[config.mk]
export PLATFORM = sky130hd
export DESIGN_NAME = ilut_divider
export DESIGN_NICKNAME = d
export VERILOG_FILES = /design/src/design/interpolating_lut_evaluator_core_defines.svh /design/src/design/ilut_pkg.sv /design/src/design/ilut_divider.sv
export SDC_FILE = /design/constraint.sdc
export NUM_CORES = 1
export LEC_CHECK = 0
export BUFFER_PORTS_ARGS = -buffer_cell sky130_fd_sc_hd__clkbuf_2
export CAP_MARGIN = 20
export CORE_UTILIZATION = 40
export CTS_BUF_LIST = sky130_fd_sc_hd__clkbuf_4 sky130_fd_sc_hd__clkbuf_8 sky130_fd_sc_hd__clkbuf_16
export DETAILED_ROUTE_END_ITERATION = 16
export PLACE_DENSITY_LB_ADDON = 0.08
export SETUP_SLACK_MARGIN = 0.5
export SLEW_MARGIN = 15
export SYNTH_ARGS = -nofsm -noshare
export SYNTH_HDL_FRONTEND = slang
export SYNTH_SLANG_ARGS = --single-unit
[constraint.sdc]
create_clock -name clock -period 3.35 [get_ports clock]
set_input_delay 0.335 -clock clock [delete_from_list [all_inputs] [get_ports clock]]
set_output_delay 0.335 -clock clock [all_outputs]
set_load 0.01 [all_outputs]
[src/design/interpolating_lut_evaluator_core_defines.svh]
// ----------------------------------------------------------------------------
// interpolating lut evaluator assertion macros
// property wrappers that compile away when SYNTHESIS is defined
// ----------------------------------------------------------------------------
`ifndef INTERPOLATING_LUT_EVALUATOR_CORE_DEFINES_SVH
`define INTERPOLATING_LUT_EVALUATOR_CORE_DEFINES_SVH

`ifndef SYNTHESIS
`define ILUT_ASSERT_IMPLY(name, clk, rst, ante, cons) \
   name: assert property (@(posedge clk) disable iff (rst) (ante) |-> (cons)) \
      else $error("assertion failed");
`define ILUT_ASSERT_NEXT(name, clk, rst, ante, cons) \
   name: assert property (@(posedge clk) disable iff (rst) (ante) |=> (cons)) \
      else $error("assertion failed");
`else
`define ILUT_ASSERT_IMPLY(name, clk, rst, ante, cons)
`define ILUT_ASSERT_NEXT(name, clk, rst, ante, cons)
`endif

`endif

[src/design/ilut_pkg.sv]
// ----------------------------------------------------------------------------
// ilut_pkg
// shared types and constants of the interpolating lookup table evaluator
// ----------------------------------------------------------------------------
package ilut_pkg;

   localparam int TABLE_DEPTH = 1024;
   localparam int ADDR_W      = $clog2(TABLE_DEPTH);
   localparam int COUNT_W     = 11;
   localparam int DIVD_W      = 64;
   localparam int DIVS_W      = 34;

   typedef enum logic [1:0] {
      CMD_WRITE   = 2'd0,
      CMD_FORWARD = 2'd1,
      CMD_INVERSE = 2'd2
   } cmd_type;

   typedef enum logic [1:0] {
      CSR_RANGE_LOW      = 2'd0,
      CSR_RANGE_HIGH     = 2'd1,
      CSR_POSITION_SCALE = 2'd2,
      CSR_ENTRIES_IN_USE = 2'd3
   } csr_type;

   typedef enum logic [3:0] {
      ST_IDLE,
      ST_FWD_MUL,
      ST_FWD_CHK,
      ST_FWD_RDA,
      ST_FWD_RDB,
      ST_FWD_SUM,
      ST_RD_END,
      ST_INV_RD0,
      ST_INV_RDN,
      ST_INV_STEP,
      ST_INV_CMP,
      ST_INV_DIV1,
      ST_INV_MLO,
      ST_INV_MHI,
      ST_INV_DST,
      ST_INV_DIV2
   } state_type;

   typedef struct packed {
      logic [1:0]          command;
      logic [ADDR_W-1:0]   entry_index;
      logic signed [31:0]  operand;
   } req_type;

   typedef struct packed {
      logic signed [31:0]  result_value;
      logic                within_range;
   } rsp_type;

   typedef struct packed {
      logic                start;
      logic [DIVD_W-1:0]   dividend;
      logic [DIVS_W-1:0]   divisor;
   } div_req_type;

   typedef struct packed {
      logic                done;
      logic [DIVD_W-1:0]   quotient;
      logic                rem_nz;
   } div_rsp_type;

endpackage

[src/design/ilut_divider.sv]
// ----------------------------------------------------------------------------
// ilut_divider
// restoring unsigned divider, one quotient bit per cycle
// ----------------------------------------------------------------------------
module ilut_divider (
   input  logic                 clock,
   input  logic                 reset,
   input  ilut_pkg::div_req_type div_req,
   output ilut_pkg::div_rsp_type div_rsp
);

   localparam int CNT_W = $clog2(ilut_pkg::DIVD_W);

   logic                          busy_ff, busy_in;
   logic                          done_ff, done_in;
   logic [CNT_W-1:0]              count_ff, count_in;
   logic [ilut_pkg::DIVD_W-1:0]   quo_ff, quo_in;
   logic [ilut_pkg::DIVS_W-1:0]   rem_ff, rem_in;
   logic [ilut_pkg::DIVS_W-1:0]   den_ff, den_in;
   logic [ilut_pkg::DIVS_W:0]     rem_sh;
   logic                          ge;

   always_ff @(posedge clock) begin
      if (reset) begin
         busy_ff  <= 1'b0;
         done_ff  <= 1'b0;
         count_ff <= '0;
      end else begin
         busy_ff  <= busy_in;
         done_ff  <= done_in;
         count_ff <= count_in;
      end
      quo_ff <= quo_in;
      rem_ff <= rem_in;
      den_ff <= den_in;
   end

   always_comb begin
      busy_in  = busy_ff;
      done_in  = 1'b0;
      count_in = count_ff;
      quo_in   = quo_ff;
      rem_in   = rem_ff;
      den_in   = den_ff;
      rem_sh   = {rem_ff, quo_ff[ilut_pkg::DIVD_W-1]};
      ge       = rem_sh >= {1'b0, den_ff};
      if (div_req.start && !busy_ff) begin
         busy_in  = 1'b1;
         count_in = '0;
         quo_in   = div_req.dividend;
         rem_in   = '0;
         den_in   = div_req.divisor;
      end else if (busy_ff) begin
         rem_in   = ge ? ilut_pkg::DIVS_W'(rem_sh - {1'b0, den_ff})
                       : rem_sh[ilut_pkg::DIVS_W-1:0];
         quo_in   = {quo_ff[ilut_pkg::DIVD_W-2:0], ge};
         count_in = count_ff + 1'b1;
         if (&count_ff) begin
            busy_in = 1'b0;
            done_in = 1'b1;
         end
      end
   end

   assign div_rsp.done     = done_ff;
   assign div_rsp.quotient = quo_ff;
   assign div_rsp.rem_nz   = |rem_ff;

endmodule
==> results of run 1 <==
## synthesized netlist by cell type, drive strengths merged, types with 3 or more instances
| master | n |
|---|---|
| edfxtp | 98 |
| xnor2 | 21 |
| nor3 | 5 |
| ha | 35 |
| buf | 7 |
| clkbuf | 18 |
| mux2 | 78 |
| nand3 | 24 |
| o21bai | 3 |
| nor2b | 3 |
| o21ai | 34 |
| a211oi | 3 |
| nand2 | 32 |
| a32oi | 8 |
| xor2 | 12 |
| nor2 | 28 |
| nor4 | 8 |
| a22o | 25 |
| nand4 | 7 |
| a21boi | 4 |
| inv | 48 |
| a21o | 13 |
| a31oi | 5 |
| dfxtp | 42 |
| a21oi | 37 |
## flip-flops by register name (all words and copies together), names as in the netlist
| name | cells |
|---|---|
| count_ff | 6 |
| busy_ff | 1 |
| den_ff | 34 |
| done_ff | 1 |
| quo_ff | 64 |
| rem_ff | 34 |
## final timing paths
| check | cells after the start | slack, ns | end |
|---|---|---|---|
| setup reg to reg | 13 | 0.41 | rem_ff[25] |
| hold reg to reg | 2 | 0.48 | done_ff |
| setup / recovery | 13 | 0.41 | rem_ff[25] |
| hold / removal | 1 | 0.09 | den_ff[6] |
## routing by layer
metal	up-vias	part of all wire, %
li1	2784	-
met1	2768	43
met2	210	47
met3	30	8.4
met4	0	2.2
met5	-	0
## critical path, cell delays in order (launching register included)
cell and delay, ns:
edfxtp_1 0.34, inv_2 0.05, ha_4 0.27, and4_1 0.20, and2b_1 0.15, nand3_2 0.10, or4_4 0.45, o41ai_4 0.34
a21oi_2 0.09, buf_4 0.15, and2_4 0.19, buf_4 0.17, a32oi_1 0.20, o21ai_1 0.10
## final cells by class
| class | instances | area [um^2] | area share (%) |
|---|---|---|---|
| multi-input cells | 418 | 3570 | 37.0 |
| well taps | 229 | 287 | 2.97 |
| clock inverters | 15 | 178 | 1.84 |
| inverters | 48 | 180 | 1.87 |
| repair buffers | 207 | 1220 | 12.6 |
| flip-flops and latches | 140 | 3790 | 39.3 |
| clock buffers | 17 | 425 | 4.41 |
## logic make-up after synthesis
group / after synthesis / share of synthesized area, %
fa+ha+maj: 36 / 6.27
compound gates: 150 / 13.8
flops: 140 / 51.8
mux: 80 / 12.3
xor+xnor: 33 / 3.96
simple gates: 119 / 7.81
buf+inv: 73 / 4.13
## metrics by stage
step	area [um^2]	hold slack (ns)
floorplan	7310	0.413
global placement	8420	0.474
detailed placement	8420	0.482
CTS	9180	0.0641
global route	9650	0.0528
finish	9650	0.0870
## what timing repair did
| item | 4_1_cts | 5_1_grt |
|---|---|---|
| hold buffers | 0 | 0 |
| pin swaps | 5 | 27 |
| resized for setup | 22 | 72 |
| setup buffers | 5 | 21 |
| cloned | 0 | 3 |
| endpoints found under the setup margin | 34 | 35 |
## power groups by stage
stage | clock (mW) | sequential, mW | combinational [mW]
2_1_floorplan | 0 | 2.45 | 1.85
4_1_cts | 1.98 | 2.46 | 2.68
3_3_place_gp | 0 | 2.47 | 2.53
3_5_place_dp | 0 | 2.48 | 2.54
6_report | 1.93 | 2.48 | 3.28
5_1_grt | 2.06 | 2.52 | 3.55
==> results.toml, run 1 <==
[grt]
overflow = 0
grt_pass1_vias = 5817
grt_use_met3_pct = 8.74
grt-busiest-layer = "met2"
grt_pass1_wl_mm = 29.2
grt_max_degree = 100
grtUsageTotal_pct = 20.3
antenna_found_initial = 0
met2_usage_pct = 32.1
gr-usage-met1_pct = 24.7

[synthesis]
synth_warnings = 0
synth_edf_count = 98
syn_area_um2 = 7310
ys_ff_latch = 140
netlist_instances = 631
synth_nets = 768
yosys-top-cells-area = "edfxtp_1 40%, dfxtp_1 12%, mux2_2 11%, ha_1 6.0%, a22o_1 3.0%"
async_flop_share_pct = 0
seq_area_frac_synth_pct = 51.8
synth.top_cell.area_share_pct = 40.3
ys_types = 56
yosysTopAreaCell = "edfxtp_1"
ys.flop_type = "edfxtp_1"
syn_avg_cell_area_um2 = 11.6

[finish]
fillers = 1566
n_antenna_cell = 0
final_nets = 969
utilization_pct = 53.9
final_cells = 1074
area_growth_pct = 32.1
mostFrequentLayoutCells = "166 x clkbuf_2, 98 x edfxtp_1, 67 x mux2_2, 42 x inv_1, 39 x dfxtp_1"
layout_commonest_cell = "clkbuf_2"
layout-drive-gt1-share_pct = 44.5

[floorplanning]
start_util_pct = 40.8
num_rows = 49
dieHeight_um = 137
die_w_um = 137
io-pin-count = 167
dieArea_um2 = 18800
core_area_um2 = 17900

[run]
drv_cap = 0

[routing]
drtPass1Iterations = 6
routed_wl_mm = 18.9
ant_nets = 0
drcViolationCount = 0
num_vias = 5792
dr.first_iter.drc_count = 323
wl_per_cell_um = 17.6
viasPerCell = 5.39

[placed_design]
place_congestion = 0.850
port_buffers = 166
pre_cts_ws_ns = 0.148
placedCellCount = 1013
hpwl_mm = 12.8

[setup_path]
crit_path_start = "den_ff[27]"
critPathMaxFanout = 5
cp-end-kind = "flop"
worstPathRequired_ns = 3.64
reg2reg_from = "den_ff[27]"
start_kind = "flop"
setup.worst_path.class = "reg -> reg"
cp.arrival_ns = 3.23

[cts]
cts_root_buf = "clkbuf_16"
insertion_delay_ns = 0.42
htree_num_levels = 4
clk_pin_slew_ns = 0.07
clk_path_buf_depth = 2
cts_tree = "yes"
cts_sinks = 140
cts_made_buffers = 17

[power_and_ir_drop]
p_sw_share_pct = 36.6
cellPowerDensity_nw_per_um2 = 797
p_switching_mw = 2.82
pwr-share-comb_pct = 42.6
clock_power_share_pct = 25.2
total_power_mw = 7.69
power.leakage_nw = 4.17
irDropWorstVdd_mv = 0.399
p_int_mw = 4.87
power_frac_seq_pct = 32.2

[sta]
clock_skew_ns = 0.0105
slew_headroom_pct = 58.4
setup_tns_ns = 0
finalSetupViolCount = 0
slew_viol_final = 0
fmax_mhz = 340
post-route-period-util_pct = 87.7
hold_viol_final = 0
fin_ws_ns = 0.411
rsz0062_at_grt = "true"
fin_crit_ns = 2.94
tightest_slew_ns = 0.618

[worst_hold_path]
hold_start = "div_req[6]"
min_path_type = "in -> reg"

[run_status]
status = "finished, final reports clean"
No activity file was read; power rests on OpenSTA's default activity.
==> run 2: changes to the inputs <==
--- a/config.mk
+++ b/config.mk
@@ -7,7 +7,9 @@
 export LEC_CHECK = 0
 export BUFFER_PORTS_ARGS = -buffer_cell sky130_fd_sc_hd__clkbuf_2
 export CAP_MARGIN = 20
-export CORE_UTILIZATION = 40
+export CELL_PAD_IN_SITES_DETAIL_PLACEMENT = 1
+export CELL_PAD_IN_SITES_GLOBAL_PLACEMENT = 2
+export CORE_UTILIZATION = 35
 export CTS_BUF_LIST = sky130_fd_sc_hd__clkbuf_4 sky130_fd_sc_hd__clkbuf_8 sky130_fd_sc_hd__clkbuf_16
 export DETAILED_ROUTE_END_ITERATION = 16
 export PLACE_DENSITY_LB_ADDON = 0.08
==> run 2 against run 1 <==
  * Critical path depth down 1
  * Hold slack worse by 0.0060 ns
  * Cell count grew 4.0%
  * Clock power barely moved
  * First-iteration DRC count is 31% lower
  * Final area rose by 2.3%
  * Largest cell class unchanged
==> results.toml, run 2 (synthesis gave the netlist of run 1 again) <==
[setup_path]
cp.arrival_ns = 3.21
cp-end-kind = "flop"
crit_chain = "ha_4 -> and4_4 -> and2b_2 -> nand3_4 -> or4_4 -> o41ai_4 -> a21oi_2 -> nand2_4 -> buf_4 -> buf_12 -> mux2_2 -> a22o_1"
worstPathRequired_ns = 3.67
setup.worst_path.class = "reg -> reg"
slowest_delay_ns = 0.44
critical-path-slowest-cell = "or4_4"
critPathMaxFanout = 6
critPathTopFamily = "simple AND/OR/NAND/NOR gates"
cp.buffers_inverters = 2
start_kind = "flop"

[run]
drv_cap = 0

[sta]
clock_skew_ns = 0.0109
fin_crit_ns = 2.89
slew_viol_final = 0
post-route-period-util_pct = 86.3
fmax_mhz = 346
fin_hold_ws_ns = 0.0810
finalSetupViolCount = 0
hold_viol_final = 0
tightest_slew_ns = 1.06
rsz0062_at_grt = "true"
setup_tns_ns = 0
slew_headroom_pct = 29.5

[cts]
clk_path_buf_depth = 2
cts_root_buf = "clkbuf_16"
cts_sinks = 140
insertion_delay_ns = 0.43
clk_pin_slew_ns = 0.07
cts_made_buffers = 17
cts_tree = "yes"
htree_num_levels = 4

[routing]
num_vias = 5722
viasPerCell = 5.12
ant_nets = 0
drcViolationCount = 0
routed_wl_mm = 20.8
wl_per_cell_um = 18.6
drtPass1Iterations = 4
dr.first_iter.drc_count = 222

[power_and_ir_drop]
irDropWorstVdd_mv = 0.359
cellPowerDensity_nw_per_um2 = 815
power.leakage_nw = 4.20

[finish]
layout_commonest_cell = "clkbuf_2"
layout-drive-gt1-share_pct = 46.3
largest_reg_flops = 64
area_growth_pct = 35.1
top_regs = "quo_ff (64), den_ff (34), rem_ff (34)"
fillers = 2202
final_nets = 971
regMostFlops = "quo_ff"
mostFrequentLayoutCells = "166 x clkbuf_2, 98 x edfxtp_1, 70 x mux2_2, 41 x inv_1, 36 x dfxtp_1"

[floorplanning]
core_area_um2 = 20400
io-pin-count = 167
dieArea_um2 = 21500
num_rows = 52
start_util_pct = 35.9
dieHeight_um = 146
die_w_um = 146

[placed_design]
place_congestion = 0.811
port_buffers = 166
hpwl_mm = 14.4

[grt]
grt_max_degree = 100
overflow = 0
grt_pass1_wl_mm = 33.1
grt_pass1_vias = 6282
antenna_found_initial = 2
grtUsageTotal_pct = 19.8

[worst_hold_path]
min_path_type = "in -> reg"

[run_status]
status = "finished, final reports clean"
## run 2: worst register-to-register path: stages, from the launching register on
cell,delay (ns)
dfxtp_1,0.37
ha_4,0.30
and4_4,0.22
and2b_2,0.18
nand3_4,0.08
or4_4,0.44
o41ai_4,0.25
a21oi_2,0.10
nand2_4,0.10
buf_4,0.12
buf_12,0.12
mux2_2,0.34
a22o_1,0.18
## run 2: what timing repair did
item / CTS / global route
hold buffers: 0 / 0
resized for setup: 85 / 34
endpoints found under the setup margin: 35 / 35
gates cloned: 2 / 0
hold endpoints to repair: 0 / 0
setup buffers: 15 / 11
pin swaps: 23 / 29
## run 2: layout make-up
cell class	count	area [um^2]	area share, %
Timing Repair Buffer	209	1280	12.9
Clock buffer	17	425	4.31
Clock inverter	14	174	1.76
Tap cell	270	338	3.42
Inverter	48	180	1.83
Sequential cell	140	3790	38.4
Antenna cell	1	2.50	0.0253
Multi-Input combinational cell	418	3680	37.3
## run 2: path summary, 6_finish.rpt
check	startpoint	endpoint	slack, ns	cells after the start
worst max-delay path	rem_ff[24]	rem_ff[1]	0.46	12
worst min-delay path	div_req[33]	den_ff[33]	0.08	1
worst max register to register	rem_ff[24]	rem_ff[1]	0.46	12
worst min register to register	count_ff[5]	done_ff	0.48	2
## run 2: layer usage
metal,global-route usage [%],wire [um]
met5,0,13
met4,6.56,325
met3,6.69,1390
met2,33.6,10300
met1,23.4,8830
## run 2: per-stage QoR
step	setup WS [ns]	area (um^2)	total power [mW]	cells	util, %
after detailed placement	0.109	8510	5.19	1057	41.8
final	0.459	9870	8.05	1117	48.5
after CTS	0.336	9640	7.91	1105	47.3
after global placement	0.188	8510	5.13	1057	41.8
after global routing	0.332	9870	8.52	1116	48.5
after floorplan	0.532	7310	4.30	631	-
## run 2: where the power goes
group / total (mW) / switching (mW) / internal [mW] / leakage, nW
sequential: 2.50 / 0.305 / 2.19 / 1.31
combinational: 3.59 / 1.80 / 1.79 / 2.59
clock: 1.96 / 0.832 / 1.13 / 0.293
